File: src/cat_pkg.sv
package cat_pkg;

    // Switch channel thresholds (pulse width)
    localparam logic [11:0] SW_HIGH = 12'd1700;
    localparam logic [11:0] SW_LOW  = 12'd1300;
    localparam logic [11:0] SW_TOP  = 12'd2200;

    // Camera status codes
    localparam logic [7:0] STATUS_CAM = 8'h60;
    localparam logic [7:0] STATUS_FC  = 8'h50;

    localparam logic [15:0] LOST_MAX   = 16'hFFFF;
    localparam logic [14:0] ARRIVE_MAX = 15'h7FFF;

    localparam int CFG_IDX_W  = 3;
    localparam int CFG_DATA_W = 16;

    typedef enum logic [CFG_IDX_W-1:0] {
        CFG_RAW_LIMIT    = 3'd0,
        CFG_USED_LIMIT   = 3'd1,
        CFG_MAX_STEP     = 3'd2,
        CFG_LOST_HOLD    = 3'd3,
        CFG_CENTER_THR   = 3'd4,
        CFG_POS_THR      = 3'd5,
        CFG_ARRIVE_TICKS = 3'd6
    } t_cfg_idx;

    typedef enum logic [1:0] {
        EV_NONE   = 2'd0,
        EV_ENTER  = 2'd1,
        EV_EXIT   = 2'd2,
        EV_ARRIVE = 2'd3
    } t_event;

    typedef struct packed {
        logic [11:0]        switch_value;
        logic [7:0]         cam_status;
        logic signed [15:0] cam_dx;
        logic signed [15:0] cam_dy;
        logic signed [15:0] pos_x;
        logic signed [15:0] pos_y;
    } t_in_word;

    typedef struct packed {
        logic signed [15:0] target_x;
        logic signed [15:0] target_y;
        logic               fast_limit;
        logic               assist_active;
        t_event             event_res;
    } t_out_word;

    typedef struct packed {
        logic [9:0]  raw_offset_limit;
        logic [9:0]  used_offset_limit;
        logic [7:0]  max_target_step;
        logic [15:0] lost_hold_ticks;
        logic [7:0]  center_threshold;
        logic [7:0]  position_threshold;
        logic [14:0] arrive_ticks;
    } t_cfg;

    localparam t_cfg CFG_RST = '{
        raw_offset_limit:   10'd120,
        used_offset_limit:  10'd250,
        max_target_step:    8'd12,
        lost_hold_ticks:    16'd75,
        center_threshold:   8'd8,
        position_threshold: 8'd8,
        arrive_ticks:       15'd60
    };

    typedef struct packed {
        logic               assist_on;
        logic               sample_seen;
        logic [7:0]         last_status;
        logic [15:0]        last_dx;
        logic [15:0]        last_dy;
        logic [15:0]        lost_count;
        logic               filter_valid;
        logic signed [15:0] filter_x;
        logic signed [15:0] filter_y;
        logic signed [15:0] goal_x;
        logic signed [15:0] goal_y;
        logic [14:0]        arrive_count;
    } t_state;

    localparam t_state STATE_RST = '{
        assist_on:    1'b0,
        sample_seen:  1'b0,
        last_status:  8'h00,
        last_dx:      16'h0000,
        last_dy:      16'h0000,
        lost_count:   16'd76,
        filter_valid: 1'b0,
        filter_x:     16'sd0,
        filter_y:     16'sd0,
        goal_x:       16'sd0,
        goal_y:       16'sd0,
        arrive_count: 15'd0
    };

endpackage

File: src/cat_cfg.sv
module cat_cfg (
    input  logic                             i_clk,
    input  logic                             i_rst_n,
    input  logic                             i_cfg_we,
    input  logic [cat_pkg::CFG_IDX_W-1:0]    i_cfg_idx,
    input  logic [cat_pkg::CFG_DATA_W-1:0]   i_cfg_data,
    output cat_pkg::t_cfg                    o_cfg
);
    import cat_pkg::*;

    t_cfg r_cfg;
    t_cfg n_cfg;

    // Decode the write; unknown indexes drop the word
    always_comb begin
        n_cfg = r_cfg;
        if (i_cfg_we) begin
            unique case (i_cfg_idx)
                CFG_RAW_LIMIT:    n_cfg.raw_offset_limit   = i_cfg_data[9:0];
                CFG_USED_LIMIT:   n_cfg.used_offset_limit  = i_cfg_data[9:0];
                CFG_MAX_STEP:     n_cfg.max_target_step    = i_cfg_data[7:0];
                CFG_LOST_HOLD:    n_cfg.lost_hold_ticks    = i_cfg_data[15:0];
                CFG_CENTER_THR:   n_cfg.center_threshold   = i_cfg_data[7:0];
                CFG_POS_THR:      n_cfg.position_threshold = i_cfg_data[7:0];
                CFG_ARRIVE_TICKS: n_cfg.arrive_ticks       = i_cfg_data[14:0];
                default:          n_cfg = r_cfg;
            endcase
        end
    end

    always_ff @(posedge i_clk) begin
        if (!i_rst_n) begin
            r_cfg <= CFG_RST;
        end else begin
            r_cfg <= n_cfg;
        end
    end

    assign o_cfg = r_cfg;

endmodule

File: src/cat_update.sv
module cat_update (
    input  cat_pkg::t_in_word  i_word,
    input  cat_pkg::t_state    i_state,
    input  cat_pkg::t_cfg      i_cfg,
    output cat_pkg::t_state    o_state,
    output cat_pkg::t_out_word o_result
);
    import cat_pkg::*;

    function automatic logic [16:0] mag17(input logic signed [16:0] v);
        mag17 = v[16] ? 17'(-v) : 17'(v);
    endfunction

    function automatic logic signed [15:0] sat16(input logic signed [16:0] v);
        if (v[16] != v[15]) begin
            sat16 = v[16] ? 16'sh8000 : 16'sh7FFF;
        end else begin
            sat16 = v[15:0];
        end
    endfunction

    function automatic logic signed [11:0] clamp_off(input logic signed [15:0] v,
                                                      input logic [9:0] lim);
        logic signed [16:0] v17;
        logic signed [16:0] l17;
        v17 = 17'(v);
        l17 = 17'({7'd0, lim});
        if (v17 > l17) begin
            clamp_off = 12'(l17);
        end else if (v17 < -l17) begin
            clamp_off = 12'(-l17);
        end else begin
            clamp_off = 12'(v17);
        end
    endfunction

    // Quarter step toward the measurement, quotient truncated toward zero
    function automatic logic signed [15:0] filt(input logic signed [15:0] f,
                                                input logic signed [15:0] m);
        logic signed [16:0] d;
        logic signed [16:0] q;
        d = 17'(m) - 17'(f);
        q = (d + (d[16] ? 17'sd3 : 17'sd0)) >>> 2;
        filt = 16'(17'(f) + q);
    endfunction

    function automatic logic signed [15:0] slew(input logic signed [15:0] cur,
                                                input logic signed [15:0] tgt,
                                                input logic [7:0] step);
        logic signed [16:0] d;
        logic signed [16:0] s;
        d = 17'(tgt) - 17'(cur);
        s = 17'({9'd0, step});
        if (d > s) begin
            slew = 16'(17'(cur) + s);
        end else if (d < -s) begin
            slew = 16'(17'(cur) - s);
        end else begin
            slew = tgt;
        end
    endfunction

    t_state             e;
    t_state             n;
    logic               want;
    logic               changed;
    logic [15:0]        lost_rst;
    logic [15:0]        lost_inc;
    logic [14:0]        arr_inc;
    logic [7:0]         st;
    logic [15:0]        rdx;
    logic [15:0]        rdy;
    logic               fresh;
    logic               valid;
    logic               rok;
    logic               cok;
    logic               fast;
    logic signed [11:0] cx;
    logic signed [11:0] cy;
    logic [11:0]        cx_mag;
    logic [11:0]        cy_mag;
    logic signed [15:0] mx;
    logic signed [15:0] my;
    t_event             ev;

    always_comb begin
        // Switch hysteresis
        want = i_state.assist_on;
        if (i_word.switch_value > SW_HIGH && i_word.switch_value < SW_TOP) begin
            want = 1'b1;
        end else if (i_word.switch_value < SW_LOW) begin
            want = 1'b0;
        end
        changed  = want != i_state.assist_on;
        lost_rst = (i_cfg.lost_hold_ticks == LOST_MAX) ? LOST_MAX
                                                        : i_cfg.lost_hold_ticks + 16'd1;

        // Entry or exit: restart tracking at the current position
        e   = i_state;
        st  = i_word.cam_status;
        rdx = i_word.cam_dx;
        rdy = i_word.cam_dy;
        ev  = EV_NONE;
        if (changed) begin
            e.assist_on    = want;
            e.last_status  = STATUS_FC;
            e.last_dx      = 16'd0;
            e.last_dy      = 16'd0;
            e.sample_seen  = 1'b1;
            e.lost_count   = lost_rst;
            e.filter_valid = 1'b0;
            e.goal_x       = i_word.pos_x;
            e.goal_y       = i_word.pos_y;
            e.filter_x     = i_word.pos_x;
            e.filter_y     = i_word.pos_y;
            e.arrive_count = 15'd0;
            st             = STATUS_FC;
            rdx            = 16'd0;
            rdy            = 16'd0;
            ev             = want ? EV_ENTER : EV_EXIT;
        end

        fresh = !e.sample_seen || st != e.last_status || rdx != e.last_dx
                || rdy != e.last_dy;
        valid = st == STATUS_CAM
                && mag17(17'(signed'(rdx))) <= {7'd0, i_cfg.raw_offset_limit}
                && mag17(17'(signed'(rdy))) <= {7'd0, i_cfg.raw_offset_limit};
        cx     = clamp_off(signed'(rdx), i_cfg.used_offset_limit);
        cy     = clamp_off(signed'(rdy), i_cfg.used_offset_limit);
        cx_mag = cx[11] ? 12'(-cx) : 12'(cx);
        cy_mag = cy[11] ? 12'(-cy) : 12'(cy);
        mx     = sat16(17'(i_word.pos_x) + 17'(cx));
        my     = sat16(17'(i_word.pos_y) + 17'(cy));
        lost_inc = (e.lost_count != LOST_MAX) ? e.lost_count + 16'd1 : e.lost_count;
        arr_inc  = (e.arrive_count != ARRIVE_MAX) ? e.arrive_count + 15'd1
                                                  : e.arrive_count;

        n    = e;
        fast = 1'b0;
        rok  = 1'b0;
        cok  = 1'b0;
        if (!e.assist_on) begin
            n.goal_x = i_word.pos_x;
            n.goal_y = i_word.pos_y;
        end else begin
            fast = 1'b1;
            if (fresh) begin
                n.sample_seen = 1'b1;
                n.last_status = st;
                n.last_dx     = rdx;
                n.last_dy     = rdy;
            end
            if (fresh && valid) begin
                n.lost_count   = 16'd0;
                n.filter_valid = 1'b1;
                n.filter_x     = e.filter_valid ? filt(e.filter_x, mx) : mx;
                n.filter_y     = e.filter_valid ? filt(e.filter_y, my) : my;
                n.goal_x       = slew(e.goal_x, n.filter_x, i_cfg.max_target_step);
                n.goal_y       = slew(e.goal_y, n.filter_y, i_cfg.max_target_step);
            end else begin
                n.lost_count = lost_inc;
                if (lost_inc > i_cfg.lost_hold_ticks) begin
                    n.filter_valid = 1'b0;
                    n.goal_x       = i_word.pos_x;
                    n.goal_y       = i_word.pos_y;
                    fast           = 1'b0;
                end
            end
            rok = mag17(17'(n.goal_x) - 17'(i_word.pos_x))
                      < {9'd0, i_cfg.position_threshold}
                  && mag17(17'(n.goal_y) - 17'(i_word.pos_y))
                      < {9'd0, i_cfg.position_threshold};
            cok = valid && cx_mag < {4'd0, i_cfg.center_threshold}
                  && cy_mag < {4'd0, i_cfg.center_threshold};
            n.arrive_count = (rok && cok) ? arr_inc : 15'd0;
            if (i_cfg.arrive_ticks != 15'd0 && n.arrive_count == i_cfg.arrive_ticks
                && ev == EV_NONE) begin
                ev = EV_ARRIVE;
            end
        end

        o_state                = n;
        o_result.target_x      = n.goal_x;
        o_result.target_y      = n.goal_y;
        o_result.fast_limit    = fast;
        o_result.assist_active = n.assist_on;
        o_result.event_res     = ev;
    end

endmodule

File: src/camera_assisted_target_tracker.sv
// Camera-assisted target tracker. Each input word is one control tick (switch
// pulse width, camera status and offsets, current position); each tick yields
// exactly one result word (position target, speed-limit select, assist flag,
// event code). Throughput is one word per clock while results are taken: the
// whole tick update is a single pass of combinational logic between the input
// register and the result register. A word loads into the input register on
// accept and its result into the result register when it advances, which needs
// the result register free or being drained. While a finished result waits to
// be taken, the input still takes one more word into the input register and
// then holds ready low until the result is taken. The tracker state
// (hysteresis switch, last camera sample, lost and arrival counters, quarter-step
// filter and slewed goal) advances once per word as it moves into the result
// register. Configuration registers are written through i_cfg_we/i_cfg_idx/
// i_cfg_data; write them only while no word is in flight.
module camera_assisted_target_tracker (
    input  logic                             i_clk,
    input  logic                             i_rst_n,
    input  logic                             i_in_valid,
    output logic                             o_in_ready,
    input  cat_pkg::t_in_word                i_in_word,
    output logic                             o_out_valid,
    input  logic                             i_out_ready,
    output cat_pkg::t_out_word               o_out_word,
    input  logic                             i_cfg_we,
    input  logic [cat_pkg::CFG_IDX_W-1:0]    i_cfg_idx,
    input  logic [cat_pkg::CFG_DATA_W-1:0]   i_cfg_data
);
    import cat_pkg::*;

    t_cfg      cfg;
    t_state    r_state;
    t_state    n_state;
    t_out_word upd_result;

    logic      r_s1_valid;
    logic      n_s1_valid;
    t_in_word  r_s1_word;
    logic      r_out_valid;
    logic      n_out_valid;
    t_out_word r_out_word;
    logic      in_accept;
    logic      adv;

    cat_cfg u_cfg (
        .i_clk      (i_clk),
        .i_rst_n    (i_rst_n),
        .i_cfg_we   (i_cfg_we),
        .i_cfg_idx  (i_cfg_idx),
        .i_cfg_data (i_cfg_data),
        .o_cfg      (cfg)
    );

    // Tick update: pure logic from the held input word and current state
    cat_update u_update (
        .i_word   (r_s1_word),
        .i_state  (r_state),
        .i_cfg    (cfg),
        .o_state  (n_state),
        .o_result (upd_result)
    );

    // Advance the held word whenever the result register is free or being drained
    assign adv        = r_s1_valid && (!r_out_valid || i_out_ready);
    assign o_in_ready = !r_s1_valid || adv;
    assign in_accept  = i_in_valid && o_in_ready;

    assign n_s1_valid  = in_accept || (r_s1_valid && !adv);
    assign n_out_valid = adv || (r_out_valid && !i_out_ready);

    // Control state
    always_ff @(posedge i_clk) begin
        if (!i_rst_n) begin
            r_s1_valid  <= 1'b0;
            r_out_valid <= 1'b0;
            r_state     <= STATE_RST;
        end else begin
            r_s1_valid  <= n_s1_valid;
            r_out_valid <= n_out_valid;
            if (adv) begin
                r_state <= n_state;
            end
        end
    end

    // Payload: capture input word on accept, result word on advance
    always_ff @(posedge i_clk) begin
        if (in_accept) begin
            r_s1_word <= i_in_word;
        end
        if (adv) begin
            r_out_word <= upd_result;
        end
    end

    assign o_out_valid = r_out_valid;
    assign o_out_word  = r_out_word;

`ifndef ASSERT_OFF
    a_fast_needs_assist: assert property (@(posedge i_clk) disable iff (!i_rst_n)
        o_out_valid && o_out_word.fast_limit |-> o_out_word.assist_active)
        else $error("fast limit without assist");

    a_exit_clears_assist: assert property (@(posedge i_clk) disable iff (!i_rst_n)
        o_out_valid && o_out_word.event_res == EV_EXIT |-> !o_out_word.assist_active)
        else $error("exit event with assist still active");

    a_enter_sets_assist: assert property (@(posedge i_clk) disable iff (!i_rst_n)
        o_out_valid && o_out_word.event_res == EV_ENTER |-> o_out_word.assist_active)
        else $error("enter event without assist");

    a_full_blocks_input: assert property (@(posedge i_clk) disable iff (!i_rst_n)
        r_s1_valid && r_out_valid && !i_out_ready |-> !o_in_ready)
        else $error("input ready while pipeline full");

    a_state_moves_on_adv: assert property (@(posedge i_clk) disable iff (!i_rst_n)
        !adv |=> $stable(r_state))
        else $error("tracker state changed without a word advancing");
`endif

endmodule
File: config.mk
export PLATFORM = sky130hd
export DESIGN_NAME = camera_assisted_target_tracker
export DESIGN_NICKNAME = d
export VERILOG_FILES = /design/src/cat_pkg.sv /design/src/cat_cfg.sv /design/src/cat_update.sv /design/src/camera_assisted_target_tracker.sv
export SDC_FILE = /design/constraint.sdc
export NUM_CORES = 2
export LEC_CHECK = 0
export ABC_AREA = 1
export BUFFER_PORTS_ARGS = -buffer_cell sky130_fd_sc_hd__clkbuf_2
export CORE_MARGIN = 5
export CORE_UTILIZATION = 50
export DETAILED_ROUTE_END_ITERATION = 10
export GPL_TIMING_DRIVEN = 0
export PLACE_DENSITY = 0.79
export SETUP_SLACK_MARGIN = 0.05
export SYNTH_ARGS = -nofsm -noshare
export SYNTH_HDL_FRONTEND = slang
export SYNTH_SLANG_ARGS = --single-unit
File: constraint.sdc
create_clock -name i_clk -period 44.9 [get_ports i_clk]
set_clock_uncertainty 0.1 [all_clocks]
set_input_delay 11.225 -clock i_clk [delete_from_list [all_inputs] [get_ports i_clk]]
set_output_delay 11.225 -clock i_clk [all_outputs]
set_load 0.05 [all_outputs]
==> impl.org <==
** Run status
- Outcome :: finished clean

** Yosys
- By area the synthesized netlist is led by nand2_1, ha_1, dfxtp_1.
- Area fraction of the dominant cell type after synthesis :: 0.153
- Number of distinct library cell variants in the gate-level netlist after synthesis :: 67
- Synthesized area divided by synthesized cell count :: 6.37 µm²
- The mapped netlist covers 35700 µm².
- In this run, synthesis inferred 120 flip-flops with an integrated enable.
- Most numerous cell in the Yosys netlist :: nand2_1
- Of the total synthesized cell area, the portion taken by AND, OR, NAND and NOR gates is 0.311.
- Of the total synthesized cell area, the portion taken by full adders, half adders and majority gates is 0.138.
- By area, the combinational part of the netlist is dominated by simple AND/OR/NAND/NOR gates.
- Measured against the total synthesized area, the mux share comes to 0.00168.
- The cell count after synthesis came out at 5596.
- Portion of the post-synthesis area used by sequential elements :: 0.222
- Of the total synthesized cell area, the portion taken by XOR and XNOR cells is 0.0531.
- The synthesized-area fraction occupied by ao, oa, aoi and oai cells came to 0.171.
- The number of nets handed over by synthesis was 6088.
- After synthesis the netlist holds a flip-flop and latch count of 335.
- Synthesis Warnings :: 0
- The commonest cells after synthesis are nand2_1, inv_1, a21oi_1.
- Of all cell types, the one taking the most synthesized area is nand2_1.
- The most used flip-flop cell after synthesis is dfxtp_1.
- Synth async-reset ratio :: 0

** Global route
- The initial antenna violation count was 3.
- The number of global-route vias before repair was between 30000 and 40000.
- GRT Total Usage :: 0.341
- Summed over all layers, the global routing overflow is 0.
- Maximum number of pins on one net before global-route repair :: 56
- First-pass GRT wire length :: 206000 µm

** Finish
- The finished cells cover 39200 µm².
- In the final layout, the share of cells above drive strength 1 is 0.0647.
- Fraction of the core area covered by cells at the end of the flow :: 0.551
- Area growth syn-to-layout :: 9.98%
- The filler cells instantiated in the layout total 7137.
- Final-stage net count :: 6281
- Non-filler instance count after layout :: 6775

** Drt
- Number of vias per cell after detailed routing :: 5.80
- After detailed routing, the number of remaining DRC violations is 0.
- Antenna violation net count after detailed routing :: 0
- First-pass DRT Iterations :: 9
- After detailed routing, the average wire length per cell comes to 20.5 µm.
- Across all layers, the routed design uses just under 40000 vias.
- Drt total wl :: around 140000 µm
- The detailed router finished its first iteration with 4577 violations.

** STA
- Top achievable clock speed :: about 41 MHz
- In the finished design, the share of the clock period the worst path needs comes to 0.538.
- Shortest period the worst path allows :: 24.14 ns
- Worst-margin pin slew :: 1.26 ns
- Final-layout setup total negative slack :: 0 ns
- Max-slew headroom :: 0.137
- Final count of pins violating max slew :: 0
- Setup repair after global routing missed its margin :: no
- The number of failing hold endpoints at the final stage is 0.
- Setup violations remaining at the end of the flow were counted as 0.

** Floorplanning
- Starting density of the core :: 0.501
- In this run the count of I/O pins placed on the die edge is 146.
- Total Die Area :: roughly 77000 µm²
- Die width :: 277 µm
- Die extent in y :: 277 µm
- Number of rows created at floorplan :: 98
- Core area :: 71100 µm²

** Power and ir drop
- Peak VDD IR :: around 0.000042 V
- Power spread over the standard cell area amounts to 79.3 nW/µm².
- The analysis attributes to cell leakage a power of 19.9 nW.

** Clock tree
- TritonCTS clock tree :: built
- Post-CTS repair changed the size of 0 cells.
- Counting the buffers created by CTS gives 43.
- CTS built an H-tree with a depth of 2.
- Max Root-Sink Buffers :: 3
- Hold Buf Count CTS :: 0
- Clock-pin slew was measured on the worst setup and hold paths at about 0.06 ns.
- Clock latency on the worst-skew pair, taken at its later pin, is 0.62 ns.
- The tree is rooted in a clkbuf_16.
- Setup Fix Bufs, Post-CTS :: 0
- Sink count of the clock tree :: about 340

** Job
- Max-cap violations in this run came to 0.

** Place
- Number of placed instances with taps included :: ~6700
- Cell area after placement :: about 38000 µm²
- Post-detail-place hpwl :: 113000 µm
- Number of buffers inserted by port buffering :: about 150
- Final Wtd Congestion :: about 1.0

** Min path
- The min-delay analysis places its worst path in the category reg2reg.

** Critical path
- Among all stages on the critical path, the largest delay is contributed by a2111oi_0.
- STA classifies the critical path startpoint as a flip-flop.
- Combined buffer and inverter count along the critical path :: 20
- At the worst endpoint, the required time is approximately 45 ns.
- Along the worst path, the maximum fanout reaches 14.
- Largest delay share family, worst path :: simple AND/OR/NAND/NOR gates
- Setup crit end kind :: flip-flop
- Worst Setup Path Type :: reg2reg
- Counting stages on the worst path, the most repeated cell is nand2_1.
- On the worst path, the slowest cell contributes a delay of 0.99 ns.
- Data on the critical path arrives at its endpoint at between 20 and 25 ns.
[cells in the final DEF, fill, tap and decap left out, types with 18 or more instances in the layout]
cell | Yosys | layout
o21bai_1 | 25 | 25
clkbuf_1 | 107 | 110
or2_2 | 23 | 23
clkbuf_16 | 0 | 45
dfxtp_1 | 215 | 215
nand3b_1 | 24 | 24
nand4_1 | 88 | 88
nor3_1 | 59 | 59
edfxtp_1 | 120 | 120
o21ai_0 | 388 | 388
inv_1 | 774 | 773
buf_1 | 20 | 20
clkbuf_2 | 0 | 146
o31ai_1 | 20 | 20
a21oi_1 | 478 | 478
buf_2 | 18 | 18
nand3_1 | 427 | 427
nand2_1 | 1456 | 1456
xor2_1 | 165 | 165
o211ai_1 | 37 | 37
nor2_1 | 442 | 442
ha_1 | 370 | 370
a31oi_1 | 36 | 36
xnor2_1 | 51 | 51
nand2_2 | 25 | 25
[power by group]
| part | internal (mW) | total, mW | switching (mW) |
|---|---|---|---|
| clock network | 0.229 | 0.388 | 0.159 |
| logic | 0.811 | 2.37 | 1.56 |
| registers | 0.336 | 0.350 | 0.0144 |
[metal layers]
layer / global-route usage / wire [µm]
met1: 0.433 / 54500
met2: 0.542 / 59500
met3: 0.0528 / 13200
met4: 0.216 / 11400
met5: 0 / 10
[per-stage QoR]
stage / hold WS [ns] / total power, mW / setup WS, ns
after global routing: 0.374 / 3.42 / 19.02
after detailed placement: 0.355 / 2.66 / 21.32
after floorplan: 0.327 / 2.11 / 21.89
after CTS: 0.365 / 3.06 / 21.22
final: 0.366 / 3.11 / 20.76
after global placement: 0.351 / 2.62 / 21.59
[worst min-delay path: cells and delay by family, from the launching register on]
family	cells	cell delay, ns
DFF	1	0.30
and+or+nand+nor	1	0.06
AOI/OAI and AO/OA	1	0.06
[final cells by class]
cell class / count / area [µm²] / share of cell area
plain buffers: 161 / 731 / 0.0186
clock buffers: 54 / 1210 / 0.0309
repair buffers: 148 / 781 / 0.0199
multi-input cells: 4306 / 24000 / 0.613
diodes: 1 / 2.50 / 0.0000638
well taps: 950 / 1190 / 0.0303
inverters: 794 / 2980 / 0.0761
clock inverters: 26 / 373 / 0.00951
flip-flops and latches: 335 / 7910 / 0.202
[state kept, by name, summed over array words and instances, names as in the netlist]
name         cells
r_s1_word       84
o_out_valid      1
r_state        138
r_s1_valid       1
o_out_word      36
u_cfg.o_cfg     75
[path summary, 6_finish.rpt]
check / startpoint / slack, ns / endpoint / depth (start not counted)
max: r_s1_word[73] / 20.76 / o_out_word[0] / 125
min: r_state[98] / 0.37 / r_state[98] / 2
max reg2reg: r_s1_word[73] / 20.76 / o_out_word[0] / 125
min reg2reg: r_state[98] / 0.37 / r_state[98] / 2
[kinds of logic (layout without fill, tap and decap cells)]
group | after synthesis | after routing
and+or+nand+nor | 2604 | 2604
AOI/OAI and AO/OA | 1096 | 1096
buffers and inverters | 955 | 1183
adders and majority gates | 384 | 384
DFF | 335 | 335
xor gates and xnor gates | 216 | 216
muxes | 6 | 6
other | 0 | 1
Note: power is estimated with default switching activity, not from simulation.
